[src/sv/sti_pkg.sv]
// shared types and constants of the sphere triangle index generator
// no dependencies
package sti_pkg;

  localparam int unsigned CountW = 8;
  localparam int unsigned IndexW = 16;
  localparam int unsigned CfgIndexW = 8;

  localparam logic [CountW-1:0] MinDivisions = CountW'(3);
  localparam logic [CountW-1:0] MaxDivisions = CountW'(255);

  localparam logic [CfgIndexW-1:0] CfgSliceCount = CfgIndexW'(0);
  localparam logic [CfgIndexW-1:0] CfgStackCount = CfgIndexW'(1);

  typedef struct packed {
    logic [CountW-1:0] slice_count;
    logic [CountW-1:0] stack_count;
  } cfg_t;

  typedef struct packed {
    logic [IndexW-1:0] index_a;
    logic [IndexW-1:0] index_b;
    logic [IndexW-1:0] index_c;
    logic              last_triangle;
  } tri_t;

endpackage

[src/sv/sphere_triangle_index_generator.sv]
// top level of the sphere triangle index generator: handshakes and result register
// depends on sti_pkg, sti_cfg and sti_core
//
// Emits the triangle index list of a latitude-longitude sphere, one triangle per
// input transfer. The input channel carries restart_i: 1 begins again at the first
// top-fan triangle, 0 moves on to the next triangle. Each output transfer carries
// three 16-bit vertex indices and last_triangle, set on the final bottom-fan
// triangle, after which the walk starts over by itself.
// The configuration channel writes slice_count (index 0) and stack_count
// (index 1); data is saturated to 3..255, other indices are ignored. cfg_ready_o
// is always high. Write only while no triangle is outstanding.
// A result is valid in the cycle after its input transfer. Unless stalled, one
// triangle can be taken per cycle: the step is one pass of counter and adder logic
// into the result register. While the receiver stalls the result register holds
// and in_ready_o drops; it rises again in the cycle the result is taken.
// Reset clears the walk to the first top-fan triangle, sets both counts to 3 and
// empties the result register.
module sphere_triangle_index_generator
  import sti_pkg::*;
(
  input  logic                 clk_i,
  input  logic                 rst_ni,
  input  logic                 cfg_valid_i,
  output logic                 cfg_ready_o,
  input  logic [CfgIndexW-1:0] cfg_index_i,
  input  logic [CountW-1:0]    cfg_data_i,
  input  logic                 in_valid_i,
  output logic                 in_ready_o,
  input  logic                 restart_i,
  output logic                 out_valid_o,
  input  logic                 out_ready_i,
  output logic [IndexW-1:0]    index_a_o,
  output logic [IndexW-1:0]    index_b_o,
  output logic [IndexW-1:0]    index_c_o,
  output logic                 last_triangle_o
);

  cfg_t cfg;
  tri_t tri_next;
  tri_t tri_q;
  logic out_valid_q, out_valid_d;
  logic in_xfer;

  assign cfg_ready_o = 1'b1;
  assign in_ready_o  = !out_valid_q || out_ready_i;
  assign in_xfer     = in_valid_i && in_ready_o;

  sti_cfg u_cfg (
    .clk_i       (clk_i),
    .rst_ni      (rst_ni),
    .cfg_we_i    (cfg_valid_i),
    .cfg_index_i (cfg_index_i),
    .cfg_data_i  (cfg_data_i),
    .cfg_o       (cfg)
  );

  sti_core u_core (
    .clk_i     (clk_i),
    .rst_ni    (rst_ni),
    .step_i    (in_xfer),
    .restart_i (restart_i),
    .cfg_i     (cfg),
    .tri_o     (tri_next)
  );

  always_comb begin
    out_valid_d = out_valid_q;
    if (in_xfer) begin
      out_valid_d = 1'b1;
    end else if (out_ready_i) begin
      out_valid_d = 1'b0;
    end
  end

  always_ff @(posedge clk_i or negedge rst_ni) begin
    if (!rst_ni) begin
      out_valid_q <= 1'b0;
    end else begin
      out_valid_q <= out_valid_d;
    end
  end

  // result payload, loaded on each input transfer
  always_ff @(posedge clk_i) begin
    if (in_xfer) begin
      tri_q <= tri_next;
    end
  end

  assign out_valid_o     = out_valid_q;
  assign index_a_o       = tri_q.index_a;
  assign index_b_o       = tri_q.index_b;
  assign index_c_o       = tri_q.index_c;
  assign last_triangle_o = tri_q.last_triangle;

  a_xfer_gives_result: assert property (@(posedge clk_i) disable iff (!rst_ni)
    in_xfer |=> out_valid_q)
    else $error("input transfer did not produce a result");

  a_no_accept_when_full: assert property (@(posedge clk_i) disable iff (!rst_ni)
    out_valid_q && !out_ready_i |-> !in_xfer)
    else $error("input taken while result register full and stalled");

  a_drain: assert property (@(posedge clk_i) disable iff (!rst_ni)
    out_valid_q && out_ready_i && !in_xfer |=> !out_valid_q)
    else $error("result shown twice");

endmodule

[src/sv/sti_cfg.sv]
// slice and stack count registers with saturation to the legal range
// depends on sti_pkg
module sti_cfg
  import sti_pkg::*;
(
  input  logic                 clk_i,
  input  logic                 rst_ni,
  input  logic                 cfg_we_i,
  input  logic [CfgIndexW-1:0] cfg_index_i,
  input  logic [CountW-1:0]    cfg_data_i,
  output cfg_t                 cfg_o
);

  logic [CountW-1:0] slice_count_q, slice_count_d;
  logic [CountW-1:0] stack_count_q, stack_count_d;
  logic [CountW-1:0] clamped;

  always_comb begin
    if (cfg_data_i < MinDivisions) begin
      clamped = MinDivisions;
    end else if (cfg_data_i > MaxDivisions) begin
      clamped = MaxDivisions;
    end else begin
      clamped = cfg_data_i;
    end
  end

  always_comb begin
    slice_count_d = slice_count_q;
    stack_count_d = stack_count_q;
    if (cfg_we_i) begin
      unique case (cfg_index_i)
        CfgSliceCount: slice_count_d = clamped;
        CfgStackCount: stack_count_d = clamped;
        default: ;
      endcase
    end
  end

  always_ff @(posedge clk_i or negedge rst_ni) begin
    if (!rst_ni) begin
      slice_count_q <= MinDivisions;
      stack_count_q <= MinDivisions;
    end else begin
      slice_count_q <= slice_count_d;
      stack_count_q <= stack_count_d;
    end
  end

  assign cfg_o.slice_count = slice_count_q;
  assign cfg_o.stack_count = stack_count_q;

  a_slice_range: assert property (@(posedge clk_i) disable iff (!rst_ni)
    slice_count_q >= MinDivisions && slice_count_q <= MaxDivisions)
    else $error("slice count out of range");

  a_stack_range: assert property (@(posedge clk_i) disable iff (!rst_ni)
    stack_count_q >= MinDivisions && stack_count_q <= MaxDivisions)
    else $error("stack count out of range");

  a_bad_index_ignored: assert property (@(posedge clk_i) disable iff (!rst_ni)
    cfg_we_i && cfg_index_i != CfgSliceCount && cfg_index_i != CfgStackCount
    |=> $stable(slice_count_q) && $stable(stack_count_q))
    else $error("write to unknown register changed a count");

endmodule

[src/sv/sti_core.sv]
// mesh walk state and per-triangle index logic, one triangle per step
// depends on sti_pkg
module sti_core
  import sti_pkg::*;
(
  input  logic clk_i,
  input  logic rst_ni,
  input  logic step_i,
  input  logic restart_i,
  input  cfg_t cfg_i,
  output tri_t tri_o
);

  logic [CountW-1:0] ring_pos_q, ring_pos_d;
  logic [CountW-1:0] seg_pos_q, seg_pos_d;
  logic              second_half_q, second_half_d;
  logic [IndexW-1:0] ring_base_q, ring_base_d;
  logic              bottom_fan_q, bottom_fan_d;

  logic [CountW-1:0] ring_pos;
  logic [CountW-1:0] k;
  logic              second_half;
  logic [IndexW-1:0] upper;
  logic              bottom_fan;

  logic [CountW:0]   k_inc;
  logic [CountW:0]   ring_inc;
  logic              ring_done;
  logic [CountW-1:0] nxt;
  logic [IndexW-1:0] lower;
  logic [IndexW-1:0] slice_ext;
  logic [IndexW-1:0] k_ext;
  logic [IndexW-1:0] nxt_ext;

  // restart takes effect before the triangle is formed
  always_comb begin
    if (restart_i) begin
      ring_pos    = '0;
      k           = '0;
      second_half = 1'b0;
      upper       = IndexW'(1);
      bottom_fan  = 1'b0;
    end else begin
      ring_pos    = ring_pos_q;
      k           = seg_pos_q;
      second_half = second_half_q;
      upper       = ring_base_q;
      bottom_fan  = bottom_fan_q;
    end
  end

  always_comb begin
    k_inc     = {1'b0, k} + (CountW+1)'(1);
    ring_inc  = {1'b0, ring_pos} + (CountW+1)'(2);
    ring_done = k_inc >= {1'b0, cfg_i.slice_count};
    nxt       = ring_done ? '0 : k_inc[CountW-1:0];
    slice_ext = IndexW'(cfg_i.slice_count);
    k_ext     = IndexW'(k);
    nxt_ext   = IndexW'(nxt);
    lower     = upper + slice_ext;
  end

  always_comb begin
    ring_pos_d          = ring_pos;
    seg_pos_d           = ring_done ? '0 : k_inc[CountW-1:0];
    second_half_d       = second_half;
    ring_base_d         = upper;
    bottom_fan_d        = bottom_fan;
    tri_o.last_triangle = 1'b0;

    if (bottom_fan) begin
      tri_o.index_a = upper + k_ext;
      tri_o.index_b = upper + nxt_ext;
      tri_o.index_c = lower;
      if (ring_done) begin
        tri_o.last_triangle = 1'b1;
        ring_pos_d          = '0;
        second_half_d       = 1'b0;
        ring_base_d         = IndexW'(1);
        bottom_fan_d        = 1'b0;
      end
    end else if (ring_pos == '0) begin
      // top fan around the north pole
      tri_o.index_a = '0;
      tri_o.index_b = upper + nxt_ext;
      tri_o.index_c = upper + k_ext;
      if (ring_done) begin
        ring_pos_d = CountW'(1);
      end
    end else if (!second_half) begin
      tri_o.index_a = upper + k_ext;
      tri_o.index_b = upper + nxt_ext;
      tri_o.index_c = lower + k_ext;
      second_half_d = 1'b1;
      seg_pos_d     = k;
    end else begin
      tri_o.index_a = upper + nxt_ext;
      tri_o.index_b = lower + nxt_ext;
      tri_o.index_c = lower + k_ext;
      second_half_d = 1'b0;
      if (ring_done) begin
        ring_base_d = lower;
        if (ring_inc >= {1'b0, cfg_i.stack_count}) begin
          bottom_fan_d = 1'b1;
        end else begin
          ring_pos_d = ring_inc[CountW-1:0] - CountW'(1);
        end
      end
    end
  end

  always_ff @(posedge clk_i or negedge rst_ni) begin
    if (!rst_ni) begin
      ring_pos_q    <= '0;
      seg_pos_q     <= '0;
      second_half_q <= 1'b0;
      ring_base_q   <= IndexW'(1);
      bottom_fan_q  <= 1'b0;
    end else if (step_i) begin
      ring_pos_q    <= ring_pos_d;
      seg_pos_q     <= seg_pos_d;
      second_half_q <= second_half_d;
      ring_base_q   <= ring_base_d;
      bottom_fan_q  <= bottom_fan_d;
    end
  end

  a_last_restarts: assert property (@(posedge clk_i) disable iff (!rst_ni)
    step_i && tri_o.last_triangle
    |=> ring_base_q == IndexW'(1) && seg_pos_q == '0 && !bottom_fan_q && ring_pos_q == '0)
    else $error("mesh did not start over after the last triangle");

  a_fan_no_half: assert property (@(posedge clk_i) disable iff (!rst_ni)
    (ring_pos_q == '0 || bottom_fan_q) |-> !second_half_q)
    else $error("second half of a quad flagged inside a fan");

  a_seg_bound: assert property (@(posedge clk_i) disable iff (!rst_ni)
    seg_pos_q < MaxDivisions)
    else $error("segment position beyond the largest ring");

endmodule
[config.mk]
export PLATFORM = sky130hd
export DESIGN_NAME = sphere_triangle_index_generator
export DESIGN_NICKNAME = d
export VERILOG_FILES = /design/src/sv/sti_pkg.sv /design/src/sv/sphere_triangle_index_generator.sv /design/src/sv/sti_cfg.sv /design/src/sv/sti_core.sv
export SDC_FILE = /design/constraint.sdc
export NUM_CORES = 1
export LEC_CHECK = 0
export BUFFER_PORTS_ARGS = -buffer_cell sky130_fd_sc_hd__buf_2
export CORE_MARGIN = 4
export CORE_UTILIZATION = 40
export CTS_BUF_LIST = sky130_fd_sc_hd__clkbuf_2 sky130_fd_sc_hd__clkbuf_4 sky130_fd_sc_hd__clkbuf_8
export DETAILED_ROUTE_END_ITERATION = 8
export PLACE_DENSITY_LB_ADDON = 0.05
export SYNTH_ARGS = -nofsm -noshare
export SYNTH_HDL_FRONTEND = slang
export SYNTH_SLANG_ARGS = --single-unit
[constraint.sdc]
create_clock -name clk_i -period 14.9 [get_ports clk_i]
set_input_delay 2.235 -clock clk_i [delete_from_list [all_inputs] [get_ports clk_i]]
set_output_delay 2.235 -clock clk_i [all_outputs]
set_load 0.01 [all_outputs]
======== After elaboration in Yosys (flattened, before gate mapping) ========
Index checks and enable logic that the tools add are counted.
word-level totals
  register bits ........................... 100
  input bits .............................. 22
  output and inout bits ................... 52
  logic and storage cells ................. 72
cells by class
  add/sub/neg operators ................... 8
  order comparisons ....................... 4
  equal/unequal tests ..................... 1
  multiplexer cells ....................... 39
  reductions and logical operators ........ 8
operators with widths
  kind                                                        number
  2-to-1 mux 48 bit                                           3
  2-to-1 mux 8 bit                                            15
  2-to-1 mux 16 bit                                           6
  adder 16 x 8 -> 16 bit                                      5
  greater-or-equal comparator 9 x 8 -> 1 bit                  2
  zero test 8 bit                                             2
  2-to-1 mux 1 bit                                            15
  adder 8 x 1 -> 9 bit, second input constant                 1
  adder 8 x 2 -> 9 bit, second input constant                 1
  equality test 8 x 1 -> 1 bit, second input constant         1
  greater-than comparator 8 bit, second input constant        1
  less-than comparator 8 x 2 -> 1 bit, second input constant  1
  subtractor 8 x 1 -> 8 bit, second input constant            1
  AND reduction 2 bit                                         2
  nonzero test 2 bit                                          1
  logical AND 1 bit                                           1
  zero test 1 bit                                             1
  logical OR 1 bit                                            1

======== Logic depth before layout (Yosys ltp) ========
Gate-level depths: netlist of run 1.
  depth after elaboration ................. 8
  mapped depth ............................ 31
  mapped depth without buffers ............ 23

======== Cells and area by module ========
A second synthesis of run 1 with hierarchy kept.
unflattened totals
  cell total of the unflattened synthesis .. 927
  area total of the unflattened synthesis .. 8289.2 um^2
by module, submodules not included
  module                           times used  cells each  area each (um^2)  sequential area each (um^2)
  sti_core                         1           830         6059.6            852.1
  sphere_triangle_index_generator  1           55          1536.5            1496.4
  sti_cfg                          1           42          693.2             405.4

======== Least setup slack after synthesis of run 1 ========
OpenSTA, ideal clock, no wires.
  kind .................................... input to register
  start point ............................. in restart_i
  end point ............................... reg tri_q, in the netlist index_b_o[12] (data pin)
  setup time .............................. 0.266 ns
  data arrival time ....................... 8.244 ns
  required time ........................... 14.634 ns
  path slack .............................. 6.390 ns
  stages .................................. 31
  buffers on the path ..................... 8
  cells stage by stage .................... buf_6 > buf_6 > clkbuf_1 > clkbuf_1 > clkbuf_1 > nor2b_1 > ha_1 > and3_1 > xnor2_1 > or2_1 > buf_2 > inv_2 > ha_1 > a211o_1 > a21oi_1 > o221ai_4 > nor2_2 > buf_2 > buf_1 > nand2_1 > xnor2_1 > ha_1 > nand2b_1 > maj3_2 > maj3_1 > o2111ai_1 > nand3_1 > a31oi_2 > nor3_1 > xnor2_1 > o21ai_1
RTL lines
  element               line                                   text
  start, declared       sphere_triangle_index_generator.sv:29  input logic restart_i,
  end signal, assigned  sphere_triangle_index_generator.sv:86  tri_q <= tri_next;
  end, declared         sphere_triangle_index_generator.sv:40  tri_t tri_q;

==> flow_summary.ini, run 1 <==
[routing]
drt_wl_total_um = 25500
avgViaCountPerCell = 5.78
ant_nets = 0
drt_iter0_drc = 676
wl_per_cell_um = 19.8
drt_drc_violations_left = 0
dr.pass1.iters = 5
vias = 7454

[global_route]
grt_max_degree = 60
antenna_found_initial = 0
track_usage_pct = 21.7
gr-total-overflow = 0
grt_pass1_vias = 6983
grt_pass1_wl_um = 40600

[finish]
final_cell_mix = 106 x nand2_1, 86 x nor2_1, 72 x buf_2
nets = 1091
area.growth.synth_to_final_pct = 9.19
stdcell_area_um2 = 9110
layout-drive-gt1-share_pct = 15.4
final_common_cell = nand2_1
antenna_cells = 0

[critical_path]
path_max_fanout = 59
crit_required_ns = 15.07
crit_top_cell = ha_1
ff2ff_path_depth = 23
worst_ep_arrival_time_ns = 8.28
r2r_setup_slack_ns = 8.50
critical_path.top_delay_family = adder cells
cpMaxStageDelayCell = a211oi_2
cp-end-kind = flip-flop
worst_setup_path_start_kind = input port
r2r-end = index_b_o[12]
critical_path_class = in -> reg
r2r_start = u_core.seg_pos_q[0]
max_stage_delay_ns = 0.67
crit_buf_inv = 4

[clock_network]
path_clk_slew_ns = 0.11
cts_resized = 0
cts_tree = yes
h-tree-depth = 3
cts-buffers-inserted = 9
worstSkewPairLatency_ns = 0.40
clock_sinks = 100
cts_setup_buffers = 0
cts_buffer_depth = 2
cts_hold_buf = 0
cts_root_buffer = clkbuf_8

[yosys]
syn_nets = 1045
yosys.area_share.xor_xnor_pct = 8.59
ys_ff_latch = 100
synth_cell_types = 93
synthesis.area_um2 = 8340
syn_inst = 968
synthAdderAreaFrac_pct = 8.95
synth.mux.area_fraction_pct = 2.04
synth-seq-area-share_pct = 33.0
synth_top_family_by_area = compound AO/OA/AOI/OAI gates
synthFlopType = edfxtp_1
synth-simple-area-share_pct = 20.5
synthArstFlopShare_pct = 51.0
synth_edf_count = 49
synth_compound_area_share_pct = 22.2
yosysWarnings = 0
avgSynthCellArea_um2 = 8.62

[placement]
dp_hpwl_um = 19200
dpl-instance-area_um2 = 8910
dp_slack_ns = 6.42
gp_congestion = 0.897
port_buffers = 72

[run_status]
run_status = finished, final reports clean

[worst_hold_path]
hold_depth = 2
hp-class = reg -> reg
hold_end = u_core.ring_base_q[0]
hold_start = u_core.ring_base_q[0]

[timing]
setup_tns_ns = 0
max_freq_mhz = 123
fin_crit_ns = 8.12
worst_slack_ns = 6.78
drv_slew = 0
grt_setup_unrepaired = false
fin_crit_sh_pct = 54.5
clock_skew_ns = 0.0194
worstMarginPinSlew_ns = 1.14
finalSetupViolCount = 0
max_slew_margin_pct = 23.5
hold_viol_final = 0

[floorplan]
die_area_um2 = 23200
coreArea_um2 = 20400
die_y_um = 152
io_pins = 74
start_util_pct = 41.0
die_x_um = 152
fp-row-count = 52

[power]
p_per_area_nw_per_um2 = 94.0
max-vdd-ir-drop_uv = 38.7
leakagePower_uw = 0.00372

[job]
maxCapViolCount = 0
cells in the mapped netlist (5+ instances only):
cell      instances  share of area [%]
edfxtp_1         49                 18
dfrtp_1          46                 14
a31oi_1          12               0.90
inv_1            34                1.5
clkbuf_1         33                1.5
a21o_1           11               0.99
o21ai_1          12               0.72
buf_2             9               0.54
o21ai_0          71                4.3
nor4_1            8               0.60
nand2b_1         11               0.82
nor2b_1          25                1.9
nand4_1          10               0.75
mux2_2            8                1.1
o22ai_1          13               0.97
a21oi_1          60                3.6
nand3_1          23                1.4
mux2i_1           8               0.96
a22o_1           12                1.3
o31ai_1           5               0.45
dfstp_2           5                1.6
xor2_1           32                3.4
ha_1             54                8.1
nand2_1         106                4.8
xnor2_1          48                5.0
nor2_1           86                3.9
and3_1            8               0.60
nor3_1           25                1.5
o21a_1           10               0.90
or3_1             7               0.52
a22oi_1           7               0.63
a211oi_2          6               0.90
metal layers:
metal  vias to the layer above  wire length [um]  global-route usage (%)
met5                         -                 0                       0
met4                         0               438                    6.02
met2                       264             11300                    33.6
met3                        27              1420                    2.84
met1                      3572             12400                    31.9
li1                       3591                 -                       -
cell type report:
class	count	area, um^2
clock buffers	10	131
clock inverters	6	72.6
fillers	2013	11300
inverters	41	154
multi-input cells	777	5200
flip-flops and latches	100	2750
well taps	270	338
repair buffers	85	458
tightest hold or removal path: cells and delay by family, from the launching register on:
kind / cells / cell delay [ns]
AO/OA/AOI/OAI: 1 / 0.06
flip-flops: 1 / 0.37
buffers and inverters: 1 / 0.05
flip-flops by register name, summed over array words and instances (netlist names):
signal and count:
u_cfg.stack_count_q 8, index_b_o 16, u_core.ring_pos_q 8, u_core.seg_pos_q 8, u_core.ring_base_q 16, last_triangle_o 1, u_core.second_half_q 1, index_c_o 16
out_valid_o 1, u_cfg.slice_count_q 8, index_a_o 16, u_core.bottom_fan_q 1
stage by stage:
stage / utilization (%) / hold WS (ns) / cells / total power, uW
2_1_floorplan: - / 0.450 / 968 / 571
5_1_grt: 44.7 / 0.497 / 1289 / 910
4_1_cts: 44.7 / 0.486 / 1289 / 859
6_report: 44.7 / 0.478 / 1289 / 856
3_5_place_dp: 43.7 / 0.471 / 1273 / 666
3_3_place_gp: 43.7 / 0.461 / 1273 / 668
cell families after synthesis:
group                      count (synthesis)
buffers and inverters                     91
muxes                                     16
other                                      1
and+or+nand+nor                          348
xor gates and xnor gates                  81
DFF                                      100
AOI/OAI and AO/OA                        271
adders and majority gates                 60
report_power, final:
| group | total, uW | internal, uW | leakage (uW) | switching [uW] |
|---|---|---|---|---|
| clock network | 189 | 81.5 | 0.000102 | 108 |
| registers | 343 | 320 | 0.00113 | 22.6 |
| logic | 324 | 121 | 0.00249 | 203 |
how the worst max path moves through the flow:
stage | from | to | slack [ns] | depth (start not counted)
6_report | restart_i | index_b_o[12] | 6.78 | 25
5_1_grt | restart_i | index_b_o[14] | 6.38 | 25
4_1_cts | restart_i | index_b_o[12] | 6.86 | 25
3_5_place_dp | restart_i | index_b_o[12] | 6.42 | 25
3_3_place_gp | restart_i | index_b_o[12] | 6.57 | 25
2_1_floorplan | restart_i | index_b_o[12] | 6.39 | 31
(Power assumes the default switching activity.)
==> inputs of run 2 (changes only) <==
clock period = 6.7 ns   (was 14.9 ns; I/O delays follow)
==> run 2 against run 1 <==
Register-to-register slack got worse by 7.5 ns; clock-buffer cell count stayed put; largest cell class unchanged; final area rose by 2.1%; sequential share of layout area shrank 0.62 points; clock skew is 0.0070 ns lower; highest routed layer unchanged; first-iteration DRC count decreased by 7.5%; total power increased by 130%; die area stayed put; cell count increased by 1.2%; non-clock buffer count is 16 higher.
==> flow_summary.ini, run 2 (same netlist as run 1, synthesis figures left out) <==
[critical_path]
r2r_setup_slack_ns = 0.97
path_max_fanout = 7
critical_path.top_delay_family = simple AND/OR/NAND/NOR gates
worst_setup_path_start_kind = input port
worst_ep_arrival_time_ns = 6.07
cpMaxStageDelayCell = a31oi_2
crit_buf_inv = 3
cp-end-kind = flip-flop
critical_path_class = in -> reg
crit_path_start = restart_i
r2r_start = u_core.seg_pos_q[0]
cp-endpoint = index_b_o[10]
ff2ff_path_depth = 22
crit_required_ns = 6.86
r2r-end = index_b_o[10]
max_stage_delay_ns = 0.43
critical_path_depth = 25

[routing]
drt_wl_total_um = 25700
drt_iter0_drc = 625
drt_drc_violations_left = 0
avgViaCountPerCell = 5.60
vias = 7311
wl_per_cell_um = 19.7
dr.pass1.iters = 5
ant_nets = 0

[timing]
fin_crit_sh_pct = 88.2
drv_slew = 0
max_freq_mhz = 169
hold_viol_final = 0
clock_skew_ns = 0.0124
fin_crit_ns = 5.91
worstMarginPinSlew_ns = 1.26
worst_slack_ns = 0.789
max_slew_margin_pct = 14.9
setup_tns_ns = 0
grt_setup_unrepaired = false
finalSetupViolCount = 0

[power]
pwr-share-clk_pct = 24.4
leakagePower_uw = 0.00382
max-vdd-ir-drop_uv = 79.8
combPwrFrac_pct = 37.1
p_switching_uw = 738
p_per_area_nw_per_um2 = 214
pwr-share-seq_pct = 38.5
swShare_pct = 37.1
p_int_uw = 1250
total_power_uw = 1990

[placement]
dp_hpwl_um = 19600
port_buffers = 72
placed_cells = 1289
gp_congestion = 0.910
dp_slack_ns = 0.418

[clock_network]
clock_sinks = 100
h-tree-depth = 3
cts_setup_buffers = 0
cts_buffer_depth = 2
cts-buffers-inserted = 9
path_clk_slew_ns = 0.11
worstSkewPairLatency_ns = 0.39
cts_hold_buf = 0
cts_root_buffer = clkbuf_8
cts_resized = 0
cts_tree = yes

[floorplan]
start_util_pct = 41.0
die_x_um = 152
coreArea_um2 = 20400
die_y_um = 152
io_pins = 74
fp-row-count = 52
die_area_um2 = 23200

[global_route]
grt_max_degree = 62
grt_pass1_wl_um = 40300
track_usage_pct = 21.8
grt_pass1_vias = 6814
gr-total-overflow = 0
antenna_found_initial = 0

[run_status]
run_status = finished, final reports clean

[finish]
antenna_cells = 0
layout-drive-gt1-share_pct = 16.9
final_cell_mix = 106 x nand2_1, 86 x nor2_1, 72 x buf_2
nets = 1107
fillCellCount = 2041
final_common_cell = nand2_1
area.growth.synth_to_final_pct = 11.5
layout.cells.non_filler = 1305

[job]
maxCapViolCount = 0

[worst_hold_path]
hp-class = reg -> reg
run 2: power groups by stage:
stage	Sequential, uW	Clock, uW	Combinational (uW)
final	765	485	737
after global routing	773	519	813
after CTS	765	498	732
after detailed placement	778	0	728
after global placement	777	0	735
after floorplan	773	0	506
run 2: layer usage:
layer	GRT usage [%]	wire, um	vias to the layer above
met5	0	0	-
met4	4.29	189	0
met3	2.61	1490	11
met2	33.4	11200	213
met1	33.2	12800	3455
li1	-	-	3632
run 2: worst min-delay path by stage:
| stage | start | end | slack [ns] | depth (start not counted) |
|---|---|---|---|---|
| 6_report | u_cfg.stack_count_q[1] | u_cfg.stack_count_q[1] | 0.49 | 2 |
| 5_1_grt | u_core.ring_base_q[0] | u_core.ring_base_q[0] | 0.50 | 2 |
| 4_1_cts | u_cfg.stack_count_q[1] | u_cfg.stack_count_q[1] | 0.49 | 2 |
| 3_5_place_dp | u_core.ring_base_q[3] | u_core.ring_base_q[3] | 0.47 | 2 |
| 3_3_place_gp | u_core.ring_base_q[3] | u_core.ring_base_q[3] | 0.46 | 2 |
| 2_1_floorplan | u_core.ring_base_q[3] | u_core.ring_base_q[3] | 0.45 | 2 |
run 2: layout make-up:
cell class | instances | area, um^2 | area share [%]
clock buffers | 10 | 131 | 1.41
flip-flops and latches | 100 | 2750 | 29.6
repair buffers | 101 | 578 | 6.21
multi-input cells | 777 | 5240 | 56.3
clock inverters | 6 | 111 | 1.20
inverters | 41 | 154 | 1.65
well taps | 270 | 338 | 3.63
run 2: per-stage QoR:
step	instance area, um^2	hold WS [ns]	util [%]
3_5_place_dp	9060	0.471	44.5
6_report	9300	0.491	45.7
3_3_place_gp	9060	0.463	44.5
4_1_cts	9300	0.489	45.7
5_1_grt	9300	0.502	45.7
2_1_floorplan	8380	0.450	-
run 2: worst register-to-register path, cell delays in order (launching register included):
cell,delay [ns]
dfrtp_1,0.55
nand3_2,0.14
or3_1,0.37
a21o_1,0.35
inv_2,0.26
ha_1,0.28
o21a_1,0.18
o21ai_1,0.37
o221ai_4,0.18
buf_4,0.21
nor2_4,0.12
nand2_1,0.09
xnor2_1,0.15
ha_1,0.27
nand2b_1,0.17
maj3_2,0.30
maj3_1,0.39
o2111ai_1,0.12
nand3_1,0.19
a31oi_2,0.43
nor2_1,0.10
xor2_1,0.21
o21ai_1,0.09
==> inputs of run 3 (changes only) <==
CTS_BUF_LIST = default   (was sky130_fd_sc_hd__clkbuf_2 sky130_fd_sc_hd__clkbuf_4 sky130_fd_sc_hd__clkbuf_8)
==> run 3 against run 2 <==
Die area stayed put; sequential share of layout area is 0.28 points lower; combinational power hardly changed; final area is 0.94% higher; worst hold slack worse by 0.0042 ns; core utilization is 0.43 points higher; first-iteration DRC count is 1.1% higher; clock-buffer cell count is 2 higher; clock skew is 0.0017 ns lower; critical path type unchanged.
==> flow_summary.ini, run 3 (same netlist as run 1, synthesis figures left out) <==
[global_route]
gr-total-overflow = 0
track_usage_pct = 21.8
grt_pass1_vias = 6797
grt_max_degree = 62
grt_pass1_wl_um = 40300
antenna_found_initial = 0

[critical_path]
max_stage_delay_ns = 0.43
ff2ff_path_depth = 22
cp-end-kind = flip-flop
worst_setup_path_start_kind = input port
worst_ep_arrival_time_ns = 6.02
critical_path_class = in -> reg
path_max_fanout = 7
cpMaxStageDelayCell = a31oi_2
crit_required_ns = 6.82

[timing]
drv_slew = 0
worst_slack_ns = 0.794
worstMarginPinSlew_ns = 1.26
max_slew_margin_pct = 14.6
fin_crit_ns = 5.91
hold_viol_final = 0
grt_setup_unrepaired = false
setup_tns_ns = 0
clock_skew_ns = 0.0108
fin_crit_sh_pct = 88.1
max_freq_mhz = 169
finalSetupViolCount = 0

[clock_network]
worstSkewPairLatency_ns = 0.36
cts_setup_buffers = 0
cts-buffers-inserted = 9
cts_resized = 0
clock_sinks = 100
path_clk_slew_ns = 0.08
cts_buffer_depth = 2
h-tree-depth = 3
cts_tree = yes
cts_root_buffer = clkbuf_16
cts_hold_buf = 0

[power]
p_per_area_nw_per_um2 = 222
leakagePower_uw = 0.00386
max-vdd-ir-drop_uv = 120

[finish]
final_cell_mix = 106 x nand2_1, 86 x nor2_1, 72 x buf_2
final_common_cell = nand2_1
antenna_cells = 0
layout-drive-gt1-share_pct = 16.8
area.growth.synth_to_final_pct = 12.5
nets = 1107

[routing]
dr.pass1.iters = 5
drt_drc_violations_left = 0
drt_wl_total_um = 25600
avgViaCountPerCell = 5.63
vias = 7344
wl_per_cell_um = 19.6
drt_iter0_drc = 632
ant_nets = 0

[job]
maxCapViolCount = 0

[placement]
dp_slack_ns = 0.418
port_buffers = 72
dp_hpwl_um = 19600
gp_congestion = 0.910

[worst_hold_path]
hold_depth = 2
hp-class = reg -> reg

[floorplan]
die_area_um2 = 23200
io_pins = 74
die_x_um = 152
die_y_um = 152
coreArea_um2 = 20400
start_util_pct = 41.0
fp-row-count = 52

[run_status]
run_status = finished, final reports clean
==> run 3: changes by cell type in the layout (fill, tap and decap cells not counted) <==
cell       previous run  this run
clkbuf_16             0        11
clkbuf_8              9         0
clkbuf_1              0         1
bufinv_16             3         1
clkbuf_4              1         0
==> run 3: report_power, final <==
| part | internal [uW] | total (uW) | leakage (uW) | switching, uW |
|---|---|---|---|---|
| sequential | 713 | 765 | 0.00113 | 51.9 |
| combinational | 284 | 737 | 0.00257 | 454 |
| clock | 336 | 583 | 0.000159 | 247 |
==> run 3: metal layers <==
metal / wire (um) / track usage (%) / share of wire, % / vias to the layer above
met5: 0 / 0 / 0 / -
met3: 1510 / 2.53 / 5.9 / 14
li1: - / - / - / 3638
met1: 12800 / 33.4 / 50 / 3462
met4: 191 / 4.16 / 0.75 / 0
met2: 11100 / 33.3 / 43 / 230
==> run 3: worst max-delay path: cells and delay by family <==
family	cells	cell delay (ns)
fa+ha+maj	5	1.43
buf+inv	3	0.46
xor+xnor	3	0.44
compound gates	6	1.23
simple gates	8	1.44
==> run 3: through the flow <==
stage	instances	hold WS (ns)	total power, uW	cell area (um^2)	utilization (%)
global route	1305	0.497	2200	9390	46.1
finish	1305	0.487	2090	9390	46.1
CTS	1305	0.485	2090	9390	46.1
floorplan	968	0.450	1280	8380	-
global placement	1289	0.463	1510	9060	44.5
detailed placement	1289	0.471	1510	9060	44.5
==> run 3: area by class of cell <==
cell class              count  area [um^2]
clock buffers              12          279
clock inverters             4         51.3
fillers                  2028        11000
inverters                  41          154
multi-input cells         777         5240
flip-flops and latches    100         2750
well taps                 270          338
repair buffers            101          578
==> run 3: worst paths after layout <==
check | startpoint | to | slack, ns
max in group asynchronous | rst_ni | u_core.ring_base_q[3] | 5.43
hold reg to reg | u_cfg.stack_count_q[1] | u_cfg.stack_count_q[1] | 0.49
min in group asynchronous | rst_ni | u_core.seg_pos_q[3] | 0.78
hold / removal | u_cfg.stack_count_q[1] | u_cfg.stack_count_q[1] | 0.49
setup reg to reg | u_core.seg_pos_q[0] | index_b_o[10] | 1.03
setup / recovery | restart_i | index_b_o[10] | 0.79
